<file path="config.mk">
export PLATFORM = sky130hd
export DESIGN_NAME = rie_alu
export DESIGN_NICKNAME = d
export VERILOG_FILES = /design/src/sv/rie_pkg.sv /design/src/sv/rie_alu.sv
export SDC_FILE = /design/constraint.sdc
export NUM_CORES = 2
export LEC_CHECK = 0
export BUFFER_PORTS_ARGS = -buffer_cell sky130_fd_sc_hd__clkbuf_2
export CAP_MARGIN = 20
export CORE_ASPECT_RATIO = 1.2
export CORE_MARGIN = 2
export CORE_UTILIZATION = 35
export DETAILED_ROUTE_END_ITERATION = 16
export SYNTH_ARGS = -nofsm -noshare
export SYNTH_HDL_FRONTEND = slang
export SYNTH_SLANG_ARGS = --single-unit
</file>
<file path="constraint.sdc">
create_clock -name vclk -period 14.2
set_clock_uncertainty 0.15 [all_clocks]
set_input_delay 1.42 -clock vclk [all_inputs]
set_output_delay 1.42 -clock vclk [all_outputs]
set_load 0.01 [all_outputs]
</file>
<file path="src/sv/rie_pkg.sv">
// ----------------------------------------------------------------------------
// rie_pkg: shared types and codes of the integer arithmetic execute core
// operation codes, instruction group and function codes, flag state bundle
// ----------------------------------------------------------------------------
package rie_pkg;

    localparam int unsigned NUM_REGS   = 16;
    localparam int unsigned REG_IDX_W  = 4;
    localparam int unsigned DATA_W     = 32;
    localparam int unsigned COST_W     = 3;

    typedef enum logic [1:0] {
        OP_EXEC  = 2'd0,
        OP_LOAD  = 2'd1,
        OP_READ  = 2'd2,
        OP_NONE  = 2'd3
    } op_t;

    // instruction groups (bits 15..12)
    localparam logic [3:0] GRP_0    = 4'h0;
    localparam logic [3:0] GRP_2    = 4'h2;
    localparam logic [3:0] GRP_3    = 4'h3;
    localparam logic [3:0] GRP_4    = 4'h4;
    localparam logic [3:0] GRP_6    = 4'h6;
    localparam logic [3:0] GRP_7    = 4'h7;

    // group 3 functions
    localparam logic [3:0] F3_CMPEQ = 4'h0;
    localparam logic [3:0] F3_CMPHS = 4'h2;
    localparam logic [3:0] F3_CMPGE = 4'h3;
    localparam logic [3:0] F3_DIV1  = 4'h4;
    localparam logic [3:0] F3_DMULU = 4'h5;
    localparam logic [3:0] F3_CMPHI = 4'h6;
    localparam logic [3:0] F3_CMPGT = 4'h7;
    localparam logic [3:0] F3_SUB   = 4'h8;
    localparam logic [3:0] F3_SUBC  = 4'hA;
    localparam logic [3:0] F3_ADD   = 4'hC;
    localparam logic [3:0] F3_DMULS = 4'hD;
    localparam logic [3:0] F3_ADDC  = 4'hE;

    // group 6 functions
    localparam logic [3:0] F6_NEGC  = 4'hA;
    localparam logic [3:0] F6_NEG   = 4'hB;
    localparam logic [3:0] F6_EXTUB = 4'hC;
    localparam logic [3:0] F6_EXTUW = 4'hD;
    localparam logic [3:0] F6_EXTSB = 4'hE;
    localparam logic [3:0] F6_EXTSW = 4'hF;

    // group 2 functions
    localparam logic [3:0] F2_DIV0S = 4'h7;
    localparam logic [3:0] F2_CMPSTR = 4'hC;
    localparam logic [3:0] F2_MULUW = 4'hE;
    localparam logic [3:0] F2_MULSW = 4'hF;

    // group 4 low bytes
    localparam logic [7:0] F4_DT    = 8'h10;
    localparam logic [7:0] F4_CMPPZ = 8'h11;
    localparam logic [7:0] F4_CMPPL = 8'h15;

    // group 0
    localparam logic [3:0]  F0_MULL  = 4'h7;
    localparam logic [15:0] W_DIV0U  = 16'h0019;
    localparam logic [7:0]  HI_CMPEQI = 8'h88;

    localparam logic [COST_W-1:0] COST_NONE   = 3'd0;
    localparam logic [COST_W-1:0] COST_SIMPLE = 3'd1;
    localparam logic [COST_W-1:0] COST_MUL    = 3'd4;

    typedef struct packed {
        logic              t;
        logic              q;
        logic              m;
        logic [DATA_W-1:0] mach;
        logic [DATA_W-1:0] macl;
    } flags_t;

    typedef struct packed {
        logic                 wr;
        logic [REG_IDX_W-1:0] dest;
        logic [DATA_W-1:0]    data;
        logic                 ill;
        logic [COST_W-1:0]    cost;
    } wb_t;

endpackage

</file>
<file path="src/sv/rie_alu.sv">
// ----------------------------------------------------------------------------
// rie_alu: single-pass datapath of the integer arithmetic execute core
// decodes one word and computes register write, flags and accumulator
// ----------------------------------------------------------------------------
module rie_alu (
    input  rie_pkg::op_t                       op,
    input  logic [15:0]                        instr,
    input  logic [rie_pkg::REG_IDX_W-1:0]      idx,
    input  logic [rie_pkg::DATA_W-1:0]         val,
    input  logic [rie_pkg::DATA_W-1:0]         rn,
    input  logic [rie_pkg::DATA_W-1:0]         rm,
    input  rie_pkg::flags_t                    st_in,
    output rie_pkg::flags_t                    st_out,
    output rie_pkg::wb_t                       wb
);

    logic [3:0]  top;
    logic [3:0]  low;
    logic [3:0]  n;
    logic [31:0] imm;
    logic [31:0] shl_val;
    logic [31:0] after;
    logic        carry;
    logic        dq;
    logic [31:0] d;
    logic [31:0] r;
    logic [31:0] z;
    logic [31:0] x;
    logic [31:0] dec;
    logic        mul_signed;
    logic        mul_half;
    logic signed [32:0] ma;
    logic signed [32:0] mb;
    logic signed [65:0] prod;
    logic        res;
    logic [31:0] newv;

    assign top  = instr[15:12];
    assign low  = instr[3:0];
    assign n    = instr[11:8];
    assign imm  = {{24{instr[7]}}, instr[7:0]};
    assign d    = rn - rm;
    assign r    = (top == rie_pkg::GRP_6) ? (z - 32'(st_in.t)) :
                  (low == rie_pkg::F3_SUBC) ? (d - 32'(st_in.t)) :
                  ((rn + rm) + 32'(st_in.t));
    assign z    = 32'd0 - rm;
    assign x    = rn ^ rm;
    assign dec  = rn - 32'd1;

    // divide step
    assign shl_val = {rn[30:0], st_in.t};
    always_comb
    begin
        if (st_in.q == st_in.m)
        begin
            after = shl_val - rm;
            carry = shl_val < rm;
        end
        else
        begin
            after = shl_val + rm;
            carry = after < shl_val;
        end
        dq = rn[31] ^ st_in.m ^ carry;
    end

    // shared multiplier
    assign mul_half   = (top == rie_pkg::GRP_2);
    assign mul_signed = (top == rie_pkg::GRP_3) ? (low == rie_pkg::F3_DMULS)
                                                : (low == rie_pkg::F2_MULSW);
    always_comb
    begin
        if (mul_half)
        begin
            ma = mul_signed ? 33'(signed'(rn[15:0])) : {17'd0, rn[15:0]};
            mb = mul_signed ? 33'(signed'(rm[15:0])) : {17'd0, rm[15:0]};
        end
        else
        begin
            ma = {mul_signed & rn[31], rn};
            mb = {mul_signed & rm[31], rm};
        end
    end
    assign prod = ma * mb;

    always_comb
    begin
        st_out  = st_in;
        wb      = '0;
        res     = 1'b0;
        newv    = '0;
        unique case (op)
            rie_pkg::OP_LOAD:
            begin
                wb.wr   = 1'b1;
                wb.dest = idx;
                wb.data = val;
            end
            rie_pkg::OP_READ:
            begin
                wb.dest = idx;
                wb.data = rn;
            end
            rie_pkg::OP_EXEC:
            begin
                wb.cost = rie_pkg::COST_SIMPLE;
                if (top == rie_pkg::GRP_3)
                begin
                    unique case (low) inside
                        rie_pkg::F3_CMPEQ: st_out.t = (rn == rm);
                        rie_pkg::F3_CMPHS: st_out.t = (rn >= rm);
                        rie_pkg::F3_CMPGE: st_out.t = ($signed(rn) >= $signed(rm));
                        rie_pkg::F3_DIV1:
                        begin
                            res      = 1'b1;
                            newv     = after;
                            st_out.q = dq;
                            st_out.t = (dq == st_in.m);
                        end
                        rie_pkg::F3_DMULU, rie_pkg::F3_DMULS:
                        begin
                            st_out.mach = prod[63:32];
                            st_out.macl = prod[31:0];
                            wb.cost     = rie_pkg::COST_MUL;
                        end
                        rie_pkg::F3_CMPHI: st_out.t = (rn > rm);
                        rie_pkg::F3_CMPGT: st_out.t = ($signed(rn) > $signed(rm));
                        rie_pkg::F3_SUB:
                        begin
                            res  = 1'b1;
                            newv = d;
                        end
                        rie_pkg::F3_SUBC:
                        begin
                            res      = 1'b1;
                            newv     = r;
                            st_out.t = (rn < d) || (d < r);
                        end
                        rie_pkg::F3_ADD:
                        begin
                            res  = 1'b1;
                            newv = rn + rm;
                        end
                        rie_pkg::F3_ADDC:
                        begin
                            res      = 1'b1;
                            newv     = r;
                            st_out.t = (rn > (rn + rm)) || ((rn + rm) > r);
                        end
                        default: wb.ill = 1'b1;
                    endcase
                end
                else if (top == rie_pkg::GRP_7)
                begin
                    res  = 1'b1;
                    newv = rn + imm;
                end
                else if (instr[15:8] == rie_pkg::HI_CMPEQI)
                begin
                    st_out.t = (rm == imm);
                end
                else if (top == rie_pkg::GRP_6)
                begin
                    res = 1'b1;
                    unique case (low)
                        rie_pkg::F6_NEGC:
                        begin
                            newv     = r;
                            st_out.t = (z != 32'd0) || (z < r);
                        end
                        rie_pkg::F6_NEG:   newv = z;
                        rie_pkg::F6_EXTUB: newv = {24'd0, rm[7:0]};
                        rie_pkg::F6_EXTUW: newv = {16'd0, rm[15:0]};
                        rie_pkg::F6_EXTSB: newv = {{24{rm[7]}}, rm[7:0]};
                        rie_pkg::F6_EXTSW: newv = {{16{rm[15]}}, rm[15:0]};
                        default:
                        begin
                            res    = 1'b0;
                            wb.ill = 1'b1;
                        end
                    endcase
                end
                else if (top == rie_pkg::GRP_2)
                begin
                    unique case (low) inside
                        rie_pkg::F2_DIV0S:
                        begin
                            st_out.q = rn[31];
                            st_out.m = rm[31];
                            st_out.t = rn[31] ^ rm[31];
                        end
                        rie_pkg::F2_CMPSTR:
                            st_out.t = (x[31:24] == 8'd0) || (x[23:16] == 8'd0) ||
                                       (x[15:8] == 8'd0) || (x[7:0] == 8'd0);
                        rie_pkg::F2_MULUW, rie_pkg::F2_MULSW:
                        begin
                            st_out.macl = prod[31:0];
                            wb.cost     = rie_pkg::COST_MUL;
                        end
                        default: wb.ill = 1'b1;
                    endcase
                end
                else if (top == rie_pkg::GRP_4 && instr[7:0] == rie_pkg::F4_DT)
                begin
                    res      = 1'b1;
                    newv     = dec;
                    st_out.t = (dec == 32'd0);
                end
                else if (top == rie_pkg::GRP_4 && instr[7:0] == rie_pkg::F4_CMPPZ)
                begin
                    st_out.t = ~rn[31];
                end
                else if (top == rie_pkg::GRP_4 && instr[7:0] == rie_pkg::F4_CMPPL)
                begin
                    st_out.t = ~rn[31] && (rn != 32'd0);
                end
                else if (top == rie_pkg::GRP_0 && low == rie_pkg::F0_MULL)
                begin
                    st_out.macl = prod[31:0];
                    wb.cost     = rie_pkg::COST_MUL;
                end
                else if (instr == rie_pkg::W_DIV0U)
                begin
                    st_out.q = 1'b0;
                    st_out.m = 1'b0;
                    st_out.t = 1'b0;
                end
                else
                begin
                    wb.ill = 1'b1;
                end
                if (wb.ill)
                begin
                    wb.cost = rie_pkg::COST_NONE;
                end
                if (res)
                begin
                    wb.wr   = 1'b1;
                    wb.dest = n;
                    wb.data = newv;
                end
            end
            default: ;
        endcase
    end

endmodule

</file>
# Word-level counts from Yosys, hierarchy flattened
# Index checks and enable logic that the tools add are counted.
[totals]
reg_bits = 0
out_inout_bits = 108
elab_cells = 169
[op_classes]
n_addsub = 10
n_mul = 1
magnitude_cmp = 11
n_eq_ne = 29
mux = 83
bitwise_logic = 7
n_reduce_logical = 28
[ops]
columns = ["op", "n"]
rows = [
  ["$mux 32", 20],
  ["$pmux 32 s6", 1],
  ["$lt 32x32->1", 5],
  ["$mux 33", 4],
  ["$gt 32x32->1", 4],
  ["$pmux 32 s4", 1],
  ["$pmux 36 s3", 1],
  ["$add 32x32->32", 3],
  ["$mux 67", 1],
  ["$eq 32x32->1", 2],
  ["$ge 32x32->1", 2],
  ["$mul 33x33->64", 1],
  ["$mux 64", 1],
  ["$reduce_bool 32->1", 2],
  ["$sub 32x1->32", 2],
  ["$sub 32x32->32", 2],
  ["$mux 37", 1],
  ["$mux 4", 9],
  ["$add 32x1->32", 1],
  ["$logic_not 32->1", 1],
  ["$logic_not 8->1", 4],
  ["$sub 1x32->32 const A", 1],
  ["$sub 32x1->32 const B", 1],
  ["$xor 32x32->32", 1],
  ["other kinds (26)", 98],
]

# Longest topological paths before layout
[logic_depth]
word_depth = 15
ltp_mapped = 38

# Least setup slack after synthesis
# OpenSTA, ideal clock, no wires.
[synth_timing]
kind = "input to output"
from = "in instr[3]"
to = "out st_out[58] in the netlist's numbering"
arrival_time_ns = 10.588
slack_ns = 2.042
path_stages = 36
path_buffers = 4
cell_sequence = "clkbuf_1 -> and2_1 -> nand2_1 -> clkbuf_1 -> nor2_1 -> a21oi_1 -> clkbuf_1 -> a21oi_1 -> clkbuf_1 -> nand2_1 -> fa_1 -> fa_1 -> inv_1 -> fa_1 -> inv_1 -> fa_1 -> fa_1 -> inv_1 -> fa_1 -> fa_1 -> inv_1 -> fa_1 -> inv_1 -> ha_1 -> a21o_1 -> a21o_1 -> a21oi_1 -> o21ai_0 -> a221o_1 -> a41oi_1 -> o21ai_0 -> a21o_1 -> o41ai_1 -> o21ai_0 -> xnor2_1 -> o21ai_0"
[synth_lines]
columns = ["item", "line_no", "text"]
rows = [
  ["start, declared", "rie_alu.sv:7", "input logic [15:0] instr,"],
  ["end, declared", "rie_alu.sv:13", "output rie_pkg::flags_t st_out,"],
]

==> impl_metrics.json <==
{
  "run_status": "completed",
  "detail_route.drc_violations": 0,
  "hold_violations": 0,
  "grt_pass1_vias": 58400,
  "place.gp.congestion": 1.075,
  "synth.lib_cells_used.distinct": 88,
  "fraction_of_layout_instances_using_a_drive_strength_above_1": 0.08839,
  "floorplan.rows": 164,
  "crit_slowest_cell": "a21oi_1",
  "grt_util_all_layers": 0.3300,
  "achievable-frequency_ghz": 0.07367,
  "path_delay_family": "adder cells",
  "finalSetupTns_ns": 0,
  "avgRoutedWirePerCell_um": 29.04,
  "max-cap-violations": 0,
  "mappedNetlistNets": 9319,
  "seq_area_frac_synth": 0,
  "post_synth_inst_count": 7440,
  "post_synth_instance_area_sq_um": 58410,
  "synthTopCellsByCount": "inv_1 (1283), fa_1 (1130), nand2_1 (1036)",
  "critPathMostFrequentCell": "fa_1",
  "hpwlAfterDp_mm": 238.0,
  "finalWirelength_mm": 283.8,
  "globalRouteOverflowTotal": 0,
  "grt_use_met2": 0.5257,
  "global_route.usage.met1": 0.4114,
  "fin_crit_sh": 0.9560,
  "die_width_um": 376.9,
  "synth_largest_type_area_fraction": 0.3873,
  "floorplan.die.height_um": 451.5,
  "syn_area_per_cell_sq_um": 7.851,
  "hold_class": "in2out",
  "critPathCaptureType": "primary output",
  "wire_length_of_the_first_global_routing_pass_mm": 409.0,
  "timing.critical_path.buf_inv": 7,
  "worst-path-stages": 35,
  "syn_to_final_growth_pct": 8.444,
  "largest_net_degree_at_the_start_of_global_routing": 61,
  "design.final.nets": 9484,
  "n_clock_buffer": 0,
  "initial_utilization": 0.3514,
  "ioPinCount": 293,
  "global_route_track_usage_on_met3": 0.05917,
  "worst-slew-pin-transition_ns": 1.260,
  "drt_pass1_iterations": 8,
  "setup.worst_path.class": "in2out",
  "crit_end": "st_out[61]",
  "coreArea_sq_um": 166200,
  "slew_headroom": 0.1521,
  "synth_area_leaders": "fa_1 (39%), ha_1 (12%), inv_1 (8.2%), nand2_1 (6.7%), xnor2_1 (4.0%)",
  "dr.first_iter.drc_count": 5276,
  "drtAntennaViolNets": 0,
  "cp-startpoint": "instr[15]",
  "cp.required_ns": 12.63,
  "seq_cells": 0,
  "cp_max_fo": 21,
  "yosys.cell_count.top_type": "inv_1",
  "final-setup-viol-count": 0,
  "cts_setup_buffers": 0,
  "timing.critical_path.from_type": "primary input",
  "post_drt_via_cell_ratio": 5.859,
  "ff_latch_area_sq_um": 0,
  "vias": 57250,
  "finalMaxSlewViolations": 0,
  "grt_setup_unrepaired": "false",
  "yosys_warnings": 0,
  "layer_with_the_highest_usage": "met2",
  "number_of_antenna_violations_at_the_first_check_in_global_routing": 8,
  "place.port_buffers": 292,
  "area_leader_netlist": "fa_1",
  "crit_path_max_incr_delay_ns": 0.61,
  "critPathArrivalTime_ns": 12.00,
  "die_area_sq_um": 170200,
  "final.min_clock_period_ns": 13.57
}
-- layout make-up --
type,count,area (sq um)
fill,17510,102900
multi-input combinational,5746,52260
inverter,1302,4887
timing repair buffer,555,3467
tap,2158,2700
antenna,10,25.02
-- worst min-delay path: cells and delay by family --
| kind | cells | cell delay, ns |
|---|---|---|
| buf+inv | 2 | 0.19 |
| simple gates | 2 | 0.09 |
-- layer usage --
metal | up-vias | part of all wire
li1 | 24480 | -
met1 | 28870 | 0.38
met2 | 3100 | 0.45
met3 | 793 | 0.088
met4 | 6 | 0.080
met5 | - | 0.00016
-- cells in the final DEF, fill, tap and decap left out, types with 31 or more instances in the layout --
cell | Yosys | layout
a211oi_1 | 43 | 43
a21o_1 | 126 | 126
a21oi_1 | 349 | 334
a221oi_1 | 36 | 36
a22oi_1 | 32 | 32
a31oi_1 | 49 | 48
buf_4 | 4 | 259
clkbuf_2 | 0 | 292
fa_1 | 1130 | 1130
ha_1 | 564 | 564
inv_1 | 1283 | 1282
nand2_1 | 1036 | 1034
nand2b_1 | 34 | 34
nand3_1 | 84 | 83
nand4_1 | 73 | 73
nor2_1 | 598 | 585
nor2b_1 | 48 | 46
nor3_1 | 222 | 218
nor4_1 | 65 | 64
o211ai_1 | 41 | 41
o21a_1 | 48 | 48
o21ai_0 | 288 | 286
o21bai_1 | 31 | 31
o221ai_1 | 37 | 37
o31ai_1 | 43 | 43
or2_2 | 31 | 31
or3_1 | 38 | 38
xnor2_1 | 264 | 263
xor2_1 | 56 | 55
-- cells by family (layout without fill, tap and decap cells) --
logic type,Yosys count,in the layout,share of synthesized area
and+or+nand+nor,2354,2354,0.1786
xor gates and xnor gates,321,321,0.04826
other,1,11,0.00006420
AOI/OAI and AO/OA,1355,1355,0.1520
adders and majority gates,1694,1694,0.5081
muxes,21,21,0.003684
buffers and inverters,1694,1857,0.1092
-- how the worst min path moves through the flow --
| stage | start | to | slack (ns) | cells after the start |
|---|---|---|---|---|
| CTS | st_in[4] | st_out[4] | 2.97 | 4 |
| floorplan | st_in[23] | st_out[23] | 2.80 | 2 |
| global placement | st_in[23] | st_out[23] | 2.97 | 4 |
| finish | st_in[23] | st_out[23] | 2.97 | 4 |
| detailed placement | st_in[4] | st_out[4] | 2.97 | 4 |
| global route | st_in[1] | st_out[1] | 2.98 | 4 |
-- metrics by stage --
step	hold slack, ns	setup slack (ns)	util	cells	area, sq um
after floorplan	2.801	2.042	-	7440	58410
after global placement	2.970	-0.09115	0.3806	9755	63260
after detailed placement	2.972	0.05418	0.3808	9759	63290
after CTS	2.973	0.04824	0.3808	9759	63290
after global routing	2.984	0.1029	0.3810	9764	63320
final	2.968	0.6251	0.3811	9771	63340
-- timing repair --
item / 4_1_cts / 5_1_grt
gates resized for setup: 0 / 4
setup endpoints to repair: 0 / 8
hold buffers: 0 / 0
